==> src/rtl/core/clp_pkg.sv <==
// ---------------------------------------------------------------------------
// clp_pkg
// shared types and constants of the commit loop profiler
// ---------------------------------------------------------------------------
`default_nettype none
package clp_pkg;

	localparam int unsigned AddrW  = 48;
	localparam int unsigned CountW = 32;
	localparam int unsigned TotalW = 64;
	localparam int unsigned CfgIdxW = 2;

	localparam logic [CfgIdxW-1:0] CfgRangeLow  = 2'd0;
	localparam logic [CfgIdxW-1:0] CfgRangeHigh = 2'd1;
	localparam logic [CfgIdxW-1:0] CfgRegionLen = 2'd2;

	localparam logic [AddrW-1:0] RegionLenReset = 48'd100000000;

	typedef struct packed {
		logic [AddrW-1:0] pc;
		logic [AddrW-1:0] next_pc;
		logic             final_micro_op;
		logic             user_mode;
		logic             is_control;
		logic             is_direct;
	} in_item_t;

	typedef struct packed {
		logic              counted;
		logic              block_end;
		logic              block_first_seen;
		logic              loop_found;
		logic [AddrW-1:0]  loop_target;
		logic [CountW-1:0] loop_repeat_count;
		logic              region_reached;
		logic              table_full;
	} out_item_t;

	// classified word handed from front to back
	typedef struct packed {
		logic              counted;
		logic              block_end;
		logic              loop_found;
		logic [AddrW-1:0]  blk_start;
		logic [AddrW-1:0]  blk_end;
		logic [AddrW-1:0]  target;
		logic [CountW-1:0] since;
	} task_t;

	typedef enum logic [1:0] {
		ST_IDLE,
		ST_RD,
		ST_CMP,
		ST_WR
	} back_state_t;

endpackage
`default_nettype wire

==> src/rtl/core/clp_queue.sv <==
// ---------------------------------------------------------------------------
// clp_queue
// two entry queue between front and back
// ---------------------------------------------------------------------------
`default_nettype none
module clp_queue (
	input  wire logic           clk,
	input  wire logic           arst_n,
	input  wire logic           push,
	input  wire clp_pkg::task_t push_word,
	input  wire logic           pop,
	output logic                full,
	output logic                empty,
	output clp_pkg::task_t      head
);
	import clp_pkg::*;

	task_t      slot_q [2];
	logic       wptr_q;
	logic       rptr_q;
	logic [1:0] count_q;

	assign full = (count_q == 2'd2);
	assign empty = (count_q == 2'd0);
	assign head = slot_q[rptr_q];

	always_ff @(posedge clk) begin
		if (push) begin
			slot_q[wptr_q] <= push_word;
		end
	end

	always_ff @(posedge clk or negedge arst_n) begin
		if (!arst_n) begin
			wptr_q <= 1'b0;
			rptr_q <= 1'b0;
			count_q <= 2'd0;
		end else begin
			if (push) wptr_q <= ~wptr_q;
			if (pop) rptr_q <= ~rptr_q;
			count_q <= count_q + {1'b0, push} - {1'b0, pop};
		end
	end
endmodule
`default_nettype wire

==> config.mk <==
export PLATFORM = sky130hd
export DESIGN_NAME = clp_queue
export DESIGN_NICKNAME = d
export VERILOG_FILES = /design/src/rtl/core/clp_pkg.sv /design/src/rtl/core/clp_queue.sv
export SDC_FILE = /design/constraint.sdc
export NUM_CORES = 1
export LEC_CHECK = 0
export BUFFER_PORTS_ARGS = -buffer_cell sky130_fd_sc_hd__buf_2
export CAP_MARGIN = 10
export CORE_MARGIN = 5
export CORE_UTILIZATION = 52
export CTS_CLUSTER_SIZE = 16
export DETAILED_ROUTE_END_ITERATION = 8
export GPL_TIMING_DRIVEN = 0
export PLACE_DENSITY = 0.86
export SLEW_MARGIN = 10
export SYNTH_ARGS = -nofsm -noshare
export SYNTH_HDL_FRONTEND = slang
export SYNTH_SLANG_ARGS = --single-unit
==> constraint.sdc <==
create_clock -name clk -period 12.6 [get_ports clk]
set_input_delay 1.89 -clock clk [delete_from_list [all_inputs] [get_ports clk]]
set_output_delay 1.89 -clock clk [all_outputs]
set_load 0.01 [all_outputs]
==> flow_metrics.tcl <==
set metrics [dict create \
    post_cts_resize_count 0 \
    maxSlewViolCount 0 \
    status "finished clean" \
    first_global_vias 7280 \
    busiest_layer "met2" \
    met3_usage 0.0598 \
    crit_path_end_kind "primary output" \
    grt_use_met2 0.339 \
    synth_edf_count 358 \
    fillers 1698 \
    finalSetupViolCount 0 \
    worstPathMaxFanout 10 \
    clock_tree.root_cell "clkbuf_16" \
    avgSynthCellArea_um2 23.6 \
    fmax_mhz 263 \
    cts.sinks 362 \
    rsz0062_at_grt "false" \
    crit_type "flip-flop to primary output" \
    fin_nets 1168 \
    cp_data_required_time_ps 10710 \
    clkPwrFrac 0.248 \
    whs_ps 558 \
    cts_made_buffers 36 \
    fin_worst_skew_ps 8.85 \
    synthTopCellsByCount "edfxtp_1 (358), mux2_4 (100), mux2_2 (79)" \
    period_share 0.301 \
    p_leak_nw 6.76 \
    syn-num-nets 757 \
    min_period_ps 3800 \
    drc_errors 0 \
    synthArstFlopShare 0.0110 \
    die_area_um2 29300 \
    postCtsHoldBufs 0 \
    grt_first_pass_wirelength_um 40800 \
    clk_pin_slew_ps 60 \
    grt-ovfl-total 0 \
    die_h_um 171 \
    pwr-share-seq 0.428 \
    peakVddDrop_v 0.000153 \
    ios 364 \
    firstDrtPassIters 4 \
    ff2ff_path_depth 3 \
    internal_power_mw 2.77 \
    syn_inst 572 \
    startpoint_type "flip-flop" \
    core_area_um2 25800 \
    whs_path_depth 1 \
    cts_tree "built" \
    clk_path_buf_depth 3 \
    viasPerCell 5.05 \
    area.growth.synth_to_final_pct 26.2 \
    drt_iter0_markers 400 \
    p_sw_mw 1.09 \
    cts_setup_buffers 0 \
    clk_latency_ps 500 \
    ys_ff_latch 362 \
    synth.largest_area_cell "edfxtp_1" \
    layout.cells.non_filler 1340 \
    dpl.hpwl_um 20300 \
    hp-class "flip-flop to flip-flop" \
    die_width_um 171 \
    synthTopCellsByArea "edfxtp_1 (80%), mux2_4 (11%), mux2_2 (6.6%)" \
    maxCapViolations 0 \
    portBuffers 363 \
    pwr-share-comb 0.323 \
    swShare 0.282 \
    slew_headroom 0.711 \
    start_util 0.523 \
    drive_above_1_share 0.619 \
    post_drt_wl_per_cell_um 21.0 \
    wl_um 28200 \
    use_met1 0.200 \
    grtUsageTotal 0.183 \
    yosysWarningCount 0 \
    yosysMostFrequentCell "edfxtp_1" \
    synth.top_cell.area_share 0.796 \
    vias 6773 \
    p_per_area_nw_per_um2 226 \
    syn_area_um2 13500 \
    cp.arrival_ps 1910 \
    grt_max_degree 56 \
    tightest_slew_ps 433 \
    placed_cells 1280 \
    reg2reg_slack_ps 10660 \
    synth_flop_cell "edfxtp_1" \
    h-tree-depth 2 \
    yosysUniqueCellTypes 13 \
    place_congestion 0.744 \
    antenna_found_initial 8 \
    ant_nets 0 \
    ys_seq_area_frac 0.803 \
    finalHoldViolations 0 \
    placementRows 59 \
]
[routing by layer]
metal / up-vias / share of wire
met3: 56 / 0.095
met5: - / 0.0024
met1: 3308 / 0.35
li1: 3110 / -
met2: 289 / 0.54
met4: 10 / 0.019
[cell families after synthesis]
group,synth area share
XOR/XNOR,0.00306
adder cells (fa/ha/maj),0.00185
buffers and inverters,0.0135
flip-flops,0.803
multiplexers,0.177
AND/OR/NAND/NOR,0.00167
[cell usage in the layout (no fill, tap or decap), drive strengths merged, types with 3 or more instances in the layout]
cell type,count
buf,393
dfrtp,4
clkinv,7
inv,3
mux2,179
clkbuf,49
edfxtp,358
diode,3
[worst paths after layout]
| check | startpoint | endpoint |
|---|---|---|
| worst max register to register | wptr_q | slot_q[1][119] |
| min in group asynchronous | arst_n | count_q[1] |
| worst min register to register | wptr_q | wptr_q |
| worst max-delay path | rptr_q | head[139] |
| max in group asynchronous | arst_n | wptr_q |
| worst min-delay path | wptr_q | wptr_q |
[worst max-delay path, stage by stage (launching register included)]
cell and delay [ps]:
dfrtp_1 340, buf_6 140, buf_6 210, buf_6 210
mux2_4 340, buf_2 150
[per-stage QoR]
step	area (µm²)	setup WS [ps]	setup TNS [ps]	utilization	power, mW
floorplan	13500	2240	0	-	2.51
global placement	15700	-2070	-367270	0.610	2.95
detailed placement	16000	9110	0	0.619	2.94
CTS	17000	8740	0	0.660	3.91
global route	17000	8730	0	0.660	4.04
finish	17000	8800	0	0.660	3.86
[layout make-up]
type                    instances  area, µm²  share of cell area
clock inverters                 8       40.0             0.00235
repair buffers                373       2050               0.120
plain buffers                  20        175              0.0103
inverters                       2       7.51            0.000440
clock buffers                  49       1010              0.0593
well taps                     335        419              0.0246
flip-flops and latches        362      10900               0.636
diodes                          3       7.51            0.000440
multi-input cells             188       2490               0.146
[power groups by stage]
stage / combinational (mW) / clock (mW) / sequential, mW
2_1_floorplan: 0.792 / 0 / 1.72
3_3_place_gp: 1.19 / 0 / 1.76
3_5_place_dp: 1.26 / 0 / 1.68
4_1_cts: 1.27 / 0.985 / 1.65
5_1_grt: 1.33 / 1.04 / 1.67
6_report: 1.25 / 0.958 / 1.65
[state kept, by name, indices dropped and copies added, names as in the netlist]
name	cells
wptr_q	1
slot_q	358
count_q	2
rptr_q	1
Power figures use the tool's default switching activity.
