===== src/rtl/core/clp_pkg.sv =====
// ---------------------------------------------------------------------------
// clp_pkg
// shared types and constants of the commit loop profiler
// ---------------------------------------------------------------------------
`default_nettype none
package clp_pkg;

	localparam int unsigned AddrW  = 48;
	localparam int unsigned CountW = 32;
	localparam int unsigned TotalW = 64;
	localparam int unsigned CfgIdxW = 2;

	localparam logic [CfgIdxW-1:0] CfgRangeLow  = 2'd0;
	localparam logic [CfgIdxW-1:0] CfgRangeHigh = 2'd1;
	localparam logic [CfgIdxW-1:0] CfgRegionLen = 2'd2;

	localparam logic [AddrW-1:0] RegionLenReset = 48'd100000000;

	typedef struct packed {
		logic [AddrW-1:0] pc;
		logic [AddrW-1:0] next_pc;
		logic             final_micro_op;
		logic             user_mode;
		logic             is_control;
		logic             is_direct;
	} in_item_t;

	typedef struct packed {
		logic              counted;
		logic              block_end;
		logic              block_first_seen;
		logic              loop_found;
		logic [AddrW-1:0]  loop_target;
		logic [CountW-1:0] loop_repeat_count;
		logic              region_reached;
		logic              table_full;
	} out_item_t;

	// classified word handed from front to back
	typedef struct packed {
		logic              counted;
		logic              block_end;
		logic              loop_found;
		logic [AddrW-1:0]  blk_start;
		logic [AddrW-1:0]  blk_end;
		logic [AddrW-1:0]  target;
		logic [CountW-1:0] since;
	} task_t;

	typedef enum logic [1:0] {
		ST_IDLE,
		ST_RD,
		ST_CMP,
		ST_WR
	} back_state_t;

endpackage
`default_nettype wire


===== src/rtl/core/clp_front.sv =====
// ---------------------------------------------------------------------------
// clp_front
// filters commit words and tracks block and loop distance counters
// ---------------------------------------------------------------------------
`default_nettype none
module clp_front (
	input  wire logic                      clk,
	input  wire logic                      arst_n,
	input  wire logic                      accept,
	input  wire clp_pkg::in_item_t         item,
	input  wire logic [clp_pkg::AddrW-1:0] range_low,
	input  wire logic [clp_pkg::AddrW-1:0] range_high,
	output clp_pkg::task_t                 task_word
);
	import clp_pkg::*;

	logic [AddrW-1:0]  block_start_q;
	logic [CountW-1:0] block_length_q;
	logic [CountW-1:0] since_q;
	logic              inwin;
	logic              cnt;
	logic [AddrW-1:0]  start_eff;
	logic [CountW-1:0] since_inc;
	logic [CountW-1:0] len_inc;

	always_comb begin
		inwin = (range_high == '0) ||
			((item.pc >= range_low) && (item.pc <= range_high));
		cnt = item.final_micro_op && inwin && item.user_mode;
		start_eff = (block_length_q == '0) ? item.pc : block_start_q;
		since_inc = (since_q == '1) ? since_q : since_q + 1'b1;
		len_inc = (block_length_q == '1) ? block_length_q : block_length_q + 1'b1;
		task_word.counted = cnt;
		task_word.block_end = cnt && item.is_control;
		task_word.loop_found = cnt && item.is_control && item.is_direct &&
			(item.next_pc < item.pc);
		task_word.blk_start = start_eff;
		task_word.blk_end = item.pc;
		task_word.target = item.next_pc;
		task_word.since = since_inc;
	end

	always_ff @(posedge clk or negedge arst_n) begin
		if (!arst_n) begin
			block_start_q <= '0;
			block_length_q <= '0;
			since_q <= '0;
		end else if (accept && cnt) begin
			block_start_q <= start_eff;
			block_length_q <= task_word.block_end ? '0 : len_inc;
			since_q <= task_word.loop_found ? '0 : since_inc;
		end
	end
endmodule
`default_nettype wire


===== config.mk =====
export PLATFORM = sky130hd
export DESIGN_NAME = clp_front
export DESIGN_NICKNAME = d
export VERILOG_FILES = /design/src/rtl/core/clp_pkg.sv /design/src/rtl/core/clp_front.sv
export SDC_FILE = /design/constraint.sdc
export NUM_CORES = 1
export LEC_CHECK = 0
export ABC_CLOCK_PERIOD_IN_PS = 5700
export BUFFER_PORTS_ARGS = -buffer_cell sky130_fd_sc_hd__buf_2
export CAP_MARGIN = 40
export CORE_MARGIN = 1.5
export CORE_UTILIZATION = 52
export CTS_CLUSTER_SIZE = 16
export DETAILED_ROUTE_END_ITERATION = 8
export GPL_ROUTABILITY_DRIVEN = 0
export GPL_TIMING_DRIVEN = 1
export HOLD_SLACK_MARGIN = 0.08
export PLACE_DENSITY = 0.85
export SETUP_SLACK_MARGIN = 0.15
export SLEW_MARGIN = 10
export SYNTH_ARGS = -nofsm -noshare
export SYNTH_HDL_FRONTEND = slang
export SYNTH_SLANG_ARGS = --single-unit

===== constraint.sdc =====
create_clock -name clk -period 5.7 [get_ports clk]
set_input_delay 1.71 -clock clk [delete_from_list [all_inputs] [get_ports clk]]
set_output_delay 1.71 -clock clk [all_outputs]
set_load 0.03 [all_outputs]

==> flow_metrics.py <==
metrics = {
    "grt": {
        "globalRouteTotalUtil_pct": 31.9,
        "antenna_found_initial": 2,
        "grt_first_pass_wirelength_mm": 55.3,
        "grt_max_degree": 50,
        "grt_overflow": 0,
        "grt_pass1_vias": 10700,
    },
    "outcome": {
        "violations": "negative setup slack",
        "status": "finished with violations",
    },
    "routing": {
        "dr.pass1.iters": 5,
        "wl_per_cell_um": 20.1,
        "routed.top_layer": "met4",
        "routed-via-count": 11500,
        "route.met3.wl_mm": 3.47,
        "drt_iter0_drc": 819,
        "wl_met2_mm": 18.2,
        "viasPerCell": 6.04,
        "drc_errors": 0,
        "wl_met1_mm": 14.2,
        "antenna_left": 0,
        "routed_wl_mm": 38.3,
    },
    "clocking": {
        "insertion_delay_ps": 370,
        "cts_tree": "built",
        "cts_buffers": 9,
        "cts_sinks": 112,
        "ctsRootBufferMaster": "clkbuf_16",
        "htreeDepth": 3,
        "path_clk_slew_ps": 70,
        "cts.path.max_buffers": 2,
    },
    "sta": {
        "fin_crit_sh_pct": 114,
        "fin_crit_ps": 6490,
        "setup_ws_ps": -790,
        "fin_hold_ws_ps": 506,
        "fin_skew_ps": 15.5,
        "worstMarginPinSlew_ps": 1350,
        "relSlewSlack_pct": 8.89,
        "fmax_mhz": 154,
        "hold_viol": 0,
        "rsz0062_at_grt": "true",
        "slew_violations": 0,
        "setup_violations": 3,
    },
    "yosys": {
        "syn-cell-area_um2": 11000,
        "async_flop_share_pct": 100,
        "avgSynthCellArea_um2": 8.61,
        "synth.top_cells.by_area": "dfrtp_1 (25%), ha_1 (17%), mux2_2 (9.9%), buf_4 (6.6%), inv_1 (5.3%)",
        "yosys_warnings": 0,
        "synth_top_area_share_pct": 25.5,
        "seq_area_frac_synth_pct": 25.5,
        "yosys.area.top_type": "dfrtp_1",
        "syn_nets": 1622,
        "ys_ff_latch": 112,
        "synth_cells": 1277,
        "yosysUniqueCellTypes": 68,
        "synth_edf_count": 0,
        "yosys_most_used_dff": "dfrtp_1",
    },
    "floorplan": {
        "design.die.area_um2": 22000,
        "num_io_pins": 378,
        "placementRows": 53,
        "coreArea_um2": 20900,
        "fp.dieH_um": 148,
        "die_w_um": 148,
        "start_util_pct": 52.7,
    },
    "power_and_ir_drop": {
        "powerDensity_nw_per_um2": 197,
        "total_power_mw": 2.77,
        "vdd_drop_max_mv": 0.251,
        "p_leak_nw": 7.48,
    },
    "critical_path": {
        "critPathKind": "primary input to output pin",
        "r2r-start": "block_length_q[0]",
        "start_kind": "primary input",
        "startpoint": "range_high[38]",
        "worst_setup_path_end_kind": "output pin",
        "cp_max_fo": 2,
        "cp.required_ps": 3990,
        "crit_arrival_ps": 4780,
    },
    "flow_run": {
        "cap_violations": 0,
    },
    "hold_path": {
        "min-delay-start": "block_start_q[35]",
        "hp-class": "flop to flop",
    },
    "placement": {
        "port-buffer-count": 377,
        "dp_hpwl_mm": 28.4,
    },
    "finish": {
        "fillers": 1586,
        "synthToLayoutAreaGrowth_pct": 27.4,
        "nNetsFinal": 1964,
        "drive_gt1_share_pct": 41.0,
    },
}
## report_power, final
part | total, mW | internal, mW | switching, mW | leakage, nW
sequential | 0.947 | 0.877 | 0.0701 | 1.37
clock | 0.705 | 0.356 | 0.349 | 0.154
combinational | 1.11 | 0.436 | 0.677 | 5.95
## cells in the mapped netlist (all sizes together) (18+ instances only)
library cell / n
inv: 155
ha: 146
buf: 119
dfrtp: 112
nand2: 109
mux2: 97
nand3: 70
a21oi: 60
nor2: 58
nand4: 50
o21ai: 33
nor4: 30
xnor2: 23
clkbuf: 21
or4: 18
## logic make-up (layout without fill, tap and decap cells)
family / count (synthesis) / count (layout) / synth area share, %
adders and majority gates: 146 / 146 / 16.6
and+or+nand+nor: 406 / 406 / 19.7
AOI/OAI and AO/OA: 188 / 188 / 11.9
DFF: 112 / 112 / 25.5
xor gates and xnor gates: 31 / 31 / 2.47
buffers and inverters: 295 / 642 / 13.8
muxes: 99 / 99 / 10.1
other: 0 / 3 / 0
## layout make-up
type	instances	area, um2	area share [%]
clock inverters	7	98.8	0.705
well taps	275	344	2.46
flip-flops and latches	112	2800	20.0
multi-input cells	870	7190	51.3
inverters	155	584	4.17
diodes	3	7.51	0.0536
repair buffers	471	2760	19.7
clock buffers	9	225	1.61
## critical path, stage by stage
cell and delay, ps:
buf_2 150, nor4_1 1120, nand4_1 320, nor3_2 300
buf_4 160, a211oi_1 70, a31o_4 270, and2_4 150
a21oi_2 100, buf_4 150, and2_4 140, buf_6 120
## final timing paths
| path | end | slack [ps] | cells after the start |
|---|---|---|---|
| min reg2reg | block_start_q[35] | 510 | 1 |
| min in group asynchronous | block_length_q[28] | 1200 | 1 |
| max | task_word[177] | -790 | 12 |
| min | block_start_q[35] | 510 | 1 |
| max in group asynchronous | block_start_q[36] | 3780 | 2 |
| max reg2reg | block_start_q[10] | 2850 | 8 |
## what timing repair did
| action | CTS | global route |
|---|---|---|
| cloned | 0 | 0 |
| setup endpoints to repair | 3 | 3 |
| hold buffers | 0 | 0 |
| resized for setup | 42 | 66 |
| buffers inserted | 3 | 14 |
| pin swaps | 30 | 40 |
| hold endpoints to repair | 0 | 0 |
## per-layer routing
metal / track usage, % / up-vias
met2: 54.6 / 657
li1: - / 5164
met3: 5.67 / 201
met5: 0 / -
met4: 14.3 / 0
met1: 39.1 / 5458
## stage by stage
stage          setup TNS, ps  instances  utilization (%)  setup slack, ps  area (um2)
3_3_place_gp            -342       1864             61.8             -239       12900
4_1_cts                    0       1885             64.6              115       13500
5_1_grt                -2460       1900             67.1             -852       14000
3_5_place_dp            -518       1866             61.9             -278       12900
2_1_floorplan              0       1277                -              322       11000
6_report               -2260       1902             67.1             -790       14000
## state kept, by name, indices dropped and copies added (netlist names)
register	count
since_q	32
block_start_q	48
block_length_q	32
## placed cells by master (no fill, tap or decap), drive strengths merged, types with 5 or more instances in the layout
cell and count:
and3 15, or3 5, a21o 9, xnor2 23, or4 18, inv 158, dfrtp 112, buf 470
nor3 11, a211oi 7, o31ai 7, o211ai 13, nand3 70, o311ai 6, nor4b 6, and4 5
xor2 8, nor4 30, a22o 5, nand2 109, nor3b 7, a211o 6, a221o 11, and2 9
nand4 50, mux2 97, nor2 58, a21oi 60, o21ai 33, o21bai 5, clkbuf 10, ha 146
Power figures use the tool's default switching activity.
